$ cat src/hw/rtl/pid_motor_position_axis_defines.svh
// Assertion macros of the motor position axis RTL.
`ifndef PID_MOTOR_POSITION_AXIS_DEFINES_SVH
`define PID_MOTOR_POSITION_AXIS_DEFINES_SVH

// Same-cycle implication, checked on aclk outside of reset.
`define PMPA_ASSERT_NOW(label, ante, cons, msg) \
    label: assert property (@(posedge aclk) disable iff (!aresetn) (ante) |-> (cons)) \
        else $error(msg);

// Next-cycle implication, checked on aclk outside of reset.
`define PMPA_ASSERT_NEXT(label, ante, cons, msg) \
    label: assert property (@(posedge aclk) disable iff (!aresetn) (ante) |=> (cons)) \
        else $error(msg);

`endif

$ cat src/hw/rtl/pmpa_pkg.sv
// Shared types and constants of the motor position axis.
`timescale 1ns / 1ps

package pmpa_pkg;

    localparam int GAIN_W   = 16;
    localparam int TARGET_W = 17;
    localparam int POS_W    = 32;
    localparam int DRIVE_W  = 8;
    localparam int ADDR_W   = 4;
    localparam int DATA_W   = 32;

    // Command codes of an input item.
    localparam logic [1:0] CMD_EDGE = 2'd0;
    localparam logic [1:0] CMD_STEP = 2'd1;
    localparam logic [1:0] CMD_ZERO = 2'd2;

    // Register word indexes (paddr[3:2]).
    localparam logic [1:0] REG_GAIN_P    = 2'd0;
    localparam logic [1:0] REG_GAIN_I    = 2'd1;
    localparam logic [1:0] REG_GAIN_D    = 2'd2;
    localparam logic [1:0] REG_TOLERANCE = 2'd3;

    localparam logic [GAIN_W-1:0] GAIN_P_RST    = 16'd154;
    localparam logic [GAIN_W-1:0] GAIN_I_RST    = 16'd0;
    localparam logic [GAIN_W-1:0] GAIN_D_RST    = 16'd1;
    localparam logic [GAIN_W-1:0] TOLERANCE_RST = 16'd20;

    localparam logic signed [DRIVE_W-1:0] DRIVE_LIMIT = 8'sd100;
    localparam logic [DRIVE_W-1:0]        BRAKE_DUTY  = 8'd100;

    localparam logic signed [POS_W-1:0] POS_MAX = 32'sh7FFF_FFFF;
    localparam logic signed [POS_W-1:0] POS_MIN = 32'sh8000_0000;

    typedef struct packed {
        logic [GAIN_W-1:0] gain_p;
        logic [GAIN_W-1:0] gain_i;
        logic [GAIN_W-1:0] gain_d;
        logic [GAIN_W-1:0] tolerance;
    } cfg_t;

    typedef struct packed {
        logic signed [DRIVE_W-1:0] drive_level;
        logic [DRIVE_W-1:0]        pwm_duty;
        logic                      brake;
        logic                      in_tolerance;
        logic signed [POS_W-1:0]   position;
    } result_t;

endpackage

$ cat src/hw/rtl/pmpa_regs.sv
// APB register file holding the loop gains and the arrival tolerance.
`timescale 1ns / 1ps

module pmpa_regs (
    input  logic                          aclk,
    input  logic                          aresetn,
    input  logic                          psel,
    input  logic                          penable,
    input  logic                          pwrite,
    input  logic [pmpa_pkg::ADDR_W-1:0]   paddr,
    input  logic [pmpa_pkg::DATA_W-1:0]   pwdata,
    output logic [pmpa_pkg::DATA_W-1:0]   prdata,
    output logic                          pready,
    output pmpa_pkg::cfg_t                cfg
);
    import pmpa_pkg::*;

    cfg_t       cfg_reg;
    logic       wr_en;
    logic [1:0] word_idx;

    assign wr_en    = psel && penable && pwrite;
    assign word_idx = paddr[3:2];
    assign pready   = 1'b1;
    assign cfg      = cfg_reg;

    always_ff @(posedge aclk) begin
        if (!aresetn) begin
            cfg_reg.gain_p    <= GAIN_P_RST;
            cfg_reg.gain_i    <= GAIN_I_RST;
            cfg_reg.gain_d    <= GAIN_D_RST;
            cfg_reg.tolerance <= TOLERANCE_RST;
        end else if (wr_en) begin
            case (word_idx)
                REG_GAIN_P:    cfg_reg.gain_p    <= pwdata[GAIN_W-1:0];
                REG_GAIN_I:    cfg_reg.gain_i    <= pwdata[GAIN_W-1:0];
                REG_GAIN_D:    cfg_reg.gain_d    <= pwdata[GAIN_W-1:0];
                REG_TOLERANCE: cfg_reg.tolerance <= pwdata[GAIN_W-1:0];
                default: ;
            endcase
        end
    end

    always_comb begin
        case (word_idx)
            REG_GAIN_P:    prdata = {{(DATA_W-GAIN_W){1'b0}}, cfg_reg.gain_p};
            REG_GAIN_I:    prdata = {{(DATA_W-GAIN_W){1'b0}}, cfg_reg.gain_i};
            REG_GAIN_D:    prdata = {{(DATA_W-GAIN_W){1'b0}}, cfg_reg.gain_d};
            REG_TOLERANCE: prdata = {{(DATA_W-GAIN_W){1'b0}}, cfg_reg.tolerance};
            default:       prdata = '0;
        endcase
    end

endmodule

$ cat config.mk
export PLATFORM = sky130hd
export DESIGN_NAME = pmpa_regs
export DESIGN_NICKNAME = d
export VERILOG_FILES = /design/src/hw/rtl/pid_motor_position_axis_defines.svh /design/src/hw/rtl/pmpa_pkg.sv /design/src/hw/rtl/pmpa_regs.sv
export SDC_FILE = /design/constraint.sdc
export NUM_CORES = 1
export LEC_CHECK = 0
export BUFFER_PORTS_ARGS = -buffer_cell sky130_fd_sc_hd__clkbuf_2
export CAP_MARGIN = 15
export CORE_UTILIZATION = 50
export CTS_CLUSTER_SIZE = 25
export DETAILED_ROUTE_END_ITERATION = 8
export HOLD_SLACK_MARGIN = 0.08
export PLACE_DENSITY = 0.84
export SLEW_MARGIN = 20
export SYNTH_ARGS = -nofsm -noshare
export SYNTH_HDL_FRONTEND = slang
export SYNTH_SLANG_ARGS = --single-unit
export TNS_END_PERCENT = 10
$ cat constraint.sdc
create_clock -name aclk -period 3.6 [get_ports aclk]
set_input_delay 0.72 -clock aclk [delete_from_list [all_inputs] [get_ports aclk]]
set_output_delay 0.72 -clock aclk [all_outputs]
set_load 0.005 [all_outputs]
======== Yosys cells after proc, flatten, opt, wreduce, memory -nomap -nowiden ========
Index checks and enable logic that the tools add are counted.
operators by class
  reduce and logical (&&, ||, !) cells .... 7
  multiplexer cells ....................... 1
  shift operators ......................... 0
  eq/ne operators ......................... 3
  bitwise logic cells ..................... 0
  add/subtract/negate cells ............... 0
  order comparisons ....................... 0
  $mul .................................... 0
  div/mod/pow operators ................... 0
operators by type and width
  operator              count
  $pmux W32 S4          1
  $reduce_and A2 Y1     4
  $eq A2 B2 Y1 const B  2
  $eq A2 B1 Y1 const B  1
  $logic_and A1 B1 Y1   2
  $logic_not A2 Y1      1
storage, ports and cells
  logic and storage cells ................. 15
  register bits ........................... 64
  bits in read-only memories .............. 0
  output and inout port bits .............. 97
  latch bits .............................. 0
  RAM bits ................................ 0
  input bits .............................. 41
  memories kept ........................... 0

======== Depth between registers and ports, before layout ========
Gate-level depths: netlist of run 1.
  depth in word-level cells ............... 3
  depth in mapped cells ................... 6
  mapped depth without buffers ............ 3

======== Worst setup path before layout of run 1 ========
OpenSTA, ideal clock, no wires.
  path type ............................... in2out
  start point ............................. in paddr[3] in the netlist's numbering
  end point ............................... out prdata[10] in the netlist's numbering
  path slack .............................. 1,269 ps
  data required time ...................... 2,880 ps
  data arrival time ....................... 1,611 ps
  cell stages on the path ................. 3
  cell sequence ........................... buf_4 > buf_4 > mux4_2
between the ends
  longest elaborated chain between the ends .. 2
  elaborated cells on any way between the ends .. 5
  those cells by class .................... 3 x eq/ne; 1 x mux; 1 x reduce/logical
RTL lines
  element                               RTL line         source
  start, declared                       pmpa_regs.sv:10  input logic [pmpa_pkg::ADDR_W-1:0] paddr,
  $eq A2 B2 Y1 (tied with other cells)  pmpa_regs.sv:45  case (word_idx)
  $pmux W32 S4 *                        pmpa_regs.sv:45
  end, declared                         pmpa_regs.sv:12  output logic [pmpa_pkg::DATA_W-1:0] prdata,
Mark *: on every way between the ends. The rest lies on a longest branch, timed or not. The select of a mux whose other input is x is not followed.

======== Worst setup path after layout of run 1 ========
  start point ............................. in paddr[2] in the netlist's numbering
  end point ............................... out prdata[15] in the netlist's numbering
Same word-level chain as after synthesis.

==> results of run 1 <==
-- placed cells by master, fill, tap and decap left out, drive strengths merged --
cell    count
mux2i      61
nand2      73
nor3        1
buf         3
inv         2
conb       17
or3         1
o21ai       3
nand3       4
nor2b       8
clkbuf    114
mux4       16
dfxtp      64
clkinv      1
nor2        1
and3        1
nand4       3
o311ai      1
-- kinds of logic after synthesis --
group | Yosys count
compound gates | 4
buf+inv | 38
other cells | 2
flops | 64
simple gates | 92
mux | 77
-- synthesized netlist by cell type, drive strengths merged --
cell / count / area, um2
buf: 27 / 213.9
and3: 1 / 6.260
conb: 2 / 7.510
nor3: 1 / 10.01
nor2: 1 / 6.260
mux4: 16 / 364.1
o21ai: 3 / 15.01
nand4: 3 / 18.77
dfxtp: 64 / 1281
clkbuf: 9 / 33.78
nand2: 73 / 274.0
or3: 1 / 6.260
mux2i: 61 / 610.6
inv: 2 / 7.500
o311ai: 1 / 8.760
nor2b: 8 / 50.05
nand3: 4 / 25.02
-- layout make-up --
class | instances | area (um2) | share of cell area, %
multi-input combinational | 190 | 1465 | 41.28
tap | 72 | 90.09 | 2.538
sequential | 64 | 1281 | 36.09
inverter | 2 | 7.507 | 0.2115
clock inverter | 1 | 5.005 | 0.1410
clock buffer | 12 | 155.1 | 4.371
timing repair buffer | 105 | 545.5 | 15.37
-- routing by layer --
| metal | GRT usage, % | share of wire, % | vias up |
|---|---|---|---|
| met5 | 0 | 0 | - |
| met1 | 25.68 | 40 | 1118 |
| li1 | - | - | 1101 |
| met3 | 4.070 | 5.6 | 18 |
| met2 | 38.35 | 51 | 96 |
| met4 | 13.15 | 2.8 | 0 |
-- worst max-delay path, cell delays in order --
cell and delay [ns]:
clkbuf_2 0.58, mux4_1 0.64, clkbuf_2 0.12
-- where the power goes --
group	leakage, nW	internal (mW)	switching [mW]
clock	0.0842	0.275	0.245
sequential	0.517	0.718	0.00735
combinational	1.12	0.0495	0.0650
total	1.72	1.04	0.317
-- per-stage QoR --
step	area [um2]	hold WS, ns	setup WS [ns]	utilization, %
after floorplan	2995	0.4595	1.269	-
after global placement	3390	0.4575	0.8220	60.81
after detailed placement	3390	0.4657	0.7871	60.81
after global routing	3550	0.4896	0.7298	63.68
final	3550	0.4744	0.8107	63.68
after CTS	3550	0.4744	0.7934	63.68
-- final timing paths --
| kind | endpoint | cells past startpoint | slack [ns] | startpoint |
|---|---|---|---|---|
| min reg2reg | cfg[24]$_SDFFE_PN0P_ | 2 | 0.47 | cfg[24]$_SDFFE_PN0P_ |
| max | prdata[15] | 3 | 0.81 | paddr[2] |
| max reg2reg | cfg[16]$_SDFFE_PN1P_ | 2 | 2.91 | cfg[16]$_SDFFE_PN1P_ |
| min | cfg[24]$_SDFFE_PN0P_ | 2 | 0.47 | cfg[24]$_SDFFE_PN0P_ |
==> summary.md, run 1 <==
| Metric | Value |
|---|---|
| Grt ovf | 0 |
| TritonCTS clock tree | built |
| Worst endpoint required time | between 2 and 3 ns |
| Critical path class | in2out |
| Sink Count | 64 |
| Post-CTS setup buffers | 0 |
| Reg clk slew, reported paths | roughly 0.060 ns |
| Filler instances | 479 |
| Final hold violation count | 0 |
| Iter 0 DRT Violations | around 110 |
| Placeable Area | between 5000 and 6000 um2 |
| Slew headroom | 29.35% |
| DRT antenna net count | 0 |
| Post-Synth Adder-Cell Area | 0% |
| Total power | 1.359 mW |
| Slew Limit Fails | 0 |
| Layout cells sized above 1 | 36.36% |
| Main combinational cell family by area after synthesis | multiplexers |
| Crit path time final | 2.789 ns |
| Area delta synth->final | 20.77% |
| Clock root buffer | clkbuf_8 |
| Worst path arrival time | approximately 2.1 ns |
| Count of state elements after synthesis | between 60 and 70 |
| Syn Std Cell Area | 2939 um2 |
| Routed Wire Length | 6590 um |
| Crit path launch type | input pin |
| Cts repair resizes | 0 |
| Critical path fanouts, max | 24 |
| Setup TNS | 0 ns |
| Synth unique cells | 23 |
| Sequential area share after synthesis | around 44% |
| Vias | 2333 |
| DIE WIDTH | 78.67 um |
| Synth Area per Inst | 10.61 um2 |
| Placement Rows | 27 |
| H-tree Lvls | 3 |
| CTS Hold Bufs | 0 |
| Hold Crit Class | reg2reg |
| Crit. End Element | output port |
| Die Ht | 78.67 um |
| Compound-gate portion of the synthesized area | less than 1% |
| Largest net degree at the start of global routing | between 80 and 90 |
| Synthesized instance count | 277 |
| Num CTS Buffers | 9 |
| Non-filler instance count after layout | 446 |
| Ports | about 140 |
| Initial Util | a little over half |
| Synthesis warning total | 0 |
| Ant. Diodes | 0 |
| DRC errors left | 0 |
| Routed vias/inst | roughly 5.2 |
| Inst Count DP | about 430 |
| Die ar. | 6189 um2 |
| Worst Max-Slew Pin Slew | about 1.1 ns |
| Max FFs per register | 64 |
| Port bufs | roughly 100 |
| Vias in the first global route | 2178 |
| Leak pwr | between 1.5 and 2 nW |
| Skew-Pair Late Insertion Delay | 0.33 ns |
| GRT Util Overall | 22.29% |
| Clock skew | 0 ns |
| Peak VDD IR | 0.2240 mV |
| Post-synthesis mux area share | 33.16% |
| Clock Path Buffers | 2 |
| RSZ-0062 raised after global routing | false |
| Post-Synth XOR/XNOR Area | 0% |
| Max Cap Violations | 0 |
| Pwr/cell area | 383.0 nW/um2 |
| Final setup violation count | 0 |
| First-pass iteration count of the detailed router | 4 |
| Routed wire per std cell | 14.78 um |
| Period utilisation layout | 77.48% |
| Final Net Count | 413 |
| Simple-gate share of the synthesized area | 13.50% |
| Run status | finished clean |
| Achievable Freq | 358.5 MHz |
| Initial antenna violation count | 0 |
| First-pass GRT wire length | 10430 um |
| GPL Wtd Cong | 0.7998 |
| DP Wirelength | 4553 um |
Power figures use the tool's default switching activity.
==> run 2, diff against run 1 <==
--- a/config.mk
+++ b/config.mk
@@ -7,11 +7,11 @@
 export LEC_CHECK = 0
 export BUFFER_PORTS_ARGS = -buffer_cell sky130_fd_sc_hd__clkbuf_2
 export CAP_MARGIN = 15
-export CORE_UTILIZATION = 50
+export CORE_UTILIZATION = 46
 export CTS_CLUSTER_SIZE = 25
 export DETAILED_ROUTE_END_ITERATION = 8
 export HOLD_SLACK_MARGIN = 0.08
-export PLACE_DENSITY = 0.84
+export PLACE_DENSITY = 0.78
 export SLEW_MARGIN = 20
 export SYNTH_ARGS = -nofsm -noshare
 export SYNTH_HDL_FRONTEND = slang
==> constraint.sdc (replaced) <==
create_clock -name aclk -period 2.7 [get_ports aclk]
set_input_delay 0.54 -clock aclk [delete_from_list [all_inputs] [get_ports aclk]]
set_output_delay 0.54 -clock aclk [all_outputs]
set_load 0.005 [all_outputs]
==> run 2 against run 1 <==
Global-route usage down 0.80 points. First-iteration DRC count down 17%. Worst setup slack worse by 0.32 ns. Core utilization down 2.8 points. Die area up 8.5%. Critical endpoint is now prdata[14]. Cell count up 3.1%. Cell area up 3.4%. Clock skew unchanged. Combinational power up 40%. Hold slack worse by 0.0020 ns. Register-to-register slack worse by 0.91 ns.
==> summary.md, run 2 (synthesis gave the netlist of run 1 again) <==
| Metric | Value |
|---|---|
| Run status | finished clean (unchanged) |
| Die Ht | 81.93 um (was 78.67 um) |
| Peak VDD IR | 0.3438 mV (was 0.2240 mV) |
| TritonCTS clock tree | built (unchanged) |
| Worst hold path cell count | 2 (unchanged) |
| Initial antenna violation count | 0 (unchanged) |
| DP Wirelength | 4856 um (was 4553 um) |
| Worst Min Path Start | cfg[58]$_SDFFE_PN0P_ (was cfg[24]$_SDFFE_PN0P_) |
| Most Frequent Cell on Critical Path | clkbuf_2 (unchanged) |
| Crit path time final | 2.214 ns |
| Final hold violation count | 0 (unchanged) |
| Most frequent cells in the layout | 102 x clkbuf_2, 73 x nand2_1, 64 x dfxtp_1, 61 x mux2i_1, 17 x conb_1 (unchanged) |
| Hold endpoint | cfg[58]$_SDFFE_PN0P_ (was cfg[24]$_SDFFE_PN0P_) |
| RSZ-0062 raised after global routing | false (unchanged) |
| Cts repair resizes | 0 (unchanged) |
| Worst endpoint required time | 2.16 ns (was 2.88 ns) |
| Clock skew | 0 ns (unchanged) |
| Final Net Count | 421 (was 413) |
| GR met1 Demand/Resource | 27.96% (was 25.68%) |
| Post-CTS setup buffers | 0 (unchanged) |
| Crit. End Element | output port (unchanged) |
| Routed vias/inst | 5.113 (was 5.231) |
| Worst path arrival time | 1.67 ns (was 2.07 ns) |
| Period utilisation layout | between 80% and 90% |
| Pwr/cell area | 542.5 nW/um2 (was 383.0 nW/um2) |
| Grt ovf | 0 (unchanged) |
| Ports | 138 (unchanged) |
| Fin util | 60.90% (was 63.68%) |
| Clock Path Buffers | 2 (unchanged) |
| H-tree Lvls | 3 (unchanged) |
| Vias | 2352 (was 2333) |
| Layout cells sized above 1 | 38.44% (was 36.36%) |
| GRT Util Overall | 21.50% (was 22.29%) |
| Slowest stage cell, crit path | mux4_2 (was mux4_1) |
| Achievable Freq | 451.7 MHz |
| CP startpoint | paddr[3] (was paddr[2]) |
| Skew-Pair Late Insertion Delay | 0.34 ns (was 0.33 ns) |
| Sink Count | 64 (unchanged) |
| Place WS | 0.4685 ns (was 0.7871 ns) |
| Routed Wire Length | 6799 um (was 6590 um) |
| First-pass GRT wire length | 10510 um (was 10430 um) |
| Num CTS Buffers | 9 (unchanged) |
| Crit path launch type | input pin (unchanged) |
| R2r startpoint | cfg[16]$_SDFFE_PN1P_ (unchanged) |
| Most used routing layer | met2 (unchanged) |
| Cells along the critical path | clkbuf_2 > buf_12 > mux4_2 > clkbuf_2 (was clkbuf_2 > mux4_1 > clkbuf_2) |
| PnR worst setup slack | 0.4860 ns (was 0.8107 ns) |
| DRT antenna net count | 0 (unchanged) |
| Vias in the first global route | 2120 (was 2178) |
| Inst Count DP | 444 (was 433) |
| Hold Crit Class | reg2reg (unchanged) |
| Die ar. | 6713 um2 (was 6189 um2) |
| Placement Rows | 28 (was 27) |
| Clock root buffer | clkbuf_8 (unchanged) |
| DIE WIDTH | 81.93 um (was 78.67 um) |
| Non-filler instance count after layout | 460 (was 446) |
| Port bufs | 102 (unchanged) |
| Placeable Area | 6026 um2 (was 5574 um2) |
| Largest net degree at the start of global routing | 33 (was 85) |
| Initial Util | 48.77% (was 52.73%) |
| Routed wire per std cell | 14.78 um (about the same) |
| Iter 0 DRT Violations | 95 (was 114) |
| Slew Limit Fails | 0 (unchanged) |
| CTS Hold Bufs | 0 (unchanged) |
| Ant. Diodes | 0 (unchanged) |
| M3 GR Usage | 6.778% (was 4.070%) |
| Reg2reg end | cfg[16]$_SDFFE_PN1P_ (unchanged) |
| Total power | 1.991 mW (was 1.359 mW) |
| GR Util met2 | 33.88% (was 38.35%) |
| Max Cap Violations | 0 (unchanged) |
| Leak pwr | 1.782 nW (was 1.719 nW) |
| Max FFs per register | 64 (unchanged) |
| Final setup violation count | 0 (unchanged) |
| Commonest non-fill, non-tap cell in the layout | clkbuf_2 (unchanged) |
| GPL Wtd Cong | 0.7074 (was 0.7998) |
| Reg-to-reg slack, setup | 2.00 ns (was 2.91 ns) |
| Area delta synth->final | 24.86% (was 20.77%) |
| First-pass iteration count of the detailed router | 4 (unchanged) |
| Worst Max-Slew Pin Slew | 0.5959 ns (was 1.060 ns) |
| Slowest stage delay, CP | 0.51 ns (was 0.64 ns) |
| Reg2reg path depth | 2 (unchanged) |
| Critical path fanouts, max | 10 (was 24) |
| Critical path class | in2out (unchanged) |
| Reg clk slew, reported paths | 0.06 ns (about the same) |
| Setup TNS | 0 ns (unchanged) |
| DRC errors left | 0 (unchanged) |
| Slew headroom | 60.23% (was 29.35%) |
[run 2: metrics by stage]
stage / cell area, um2 / hold WS [ns]
finish: 3670 / 0.4724
global route: 3670 / 0.4904
CTS: 3670 / 0.4709
detailed placement: 3453 / 0.4670
global placement: 3453 / 0.4564
floorplan: 2995 / 0.4595
[run 2: layout make-up]
type | count | area (um2)
clock buffers | 12 | 165.2
clock inverters | 4 | 51.30
fillers | 518 | 2356
inverters | 2 | 7.507
multi-input cells | 190 | 1465
flip-flops and latches | 64 | 1281
well taps | 75 | 93.84
repair buffers | 113 | 605.6
[run 2: power by group]
part | leakage (nW) | internal [mW] | switching [mW] | total [mW]
Clock | 0.109 | 0.502 | 0.362 | 0.864
Sequential | 0.517 | 0.957 | 0.00978 | 0.966
Combinational | 1.16 | 0.0713 | 0.0891 | 0.160
Total | 1.78 | 1.53 | 0.461 | 1.99
[run 2: worst max path at each step]
stage | to | slack (ns) | depth (start not counted)
6_report | prdata[14] | 0.49 | 4
5_1_grt | prdata[13] | 0.42 | 4
4_1_cts | prdata[9] | 0.47 | 4
3_5_place_dp | prdata[9] | 0.47 | 4
3_3_place_gp | prdata[5] | 0.48 | 4
2_1_floorplan | prdata[10] | 0.73 | 3
[run 2: critical path: cells and delay by family]
family                 cells  cell delay, ns
multiplexers               1            0.51
buffers and inverters      3            0.62
[run 2: per-layer routing]
layer,vias up,wire [um]
li1,1123,-
met1,1131,3090
met2,92,3179
met3,6,470
met4,0,59
met5,-,0
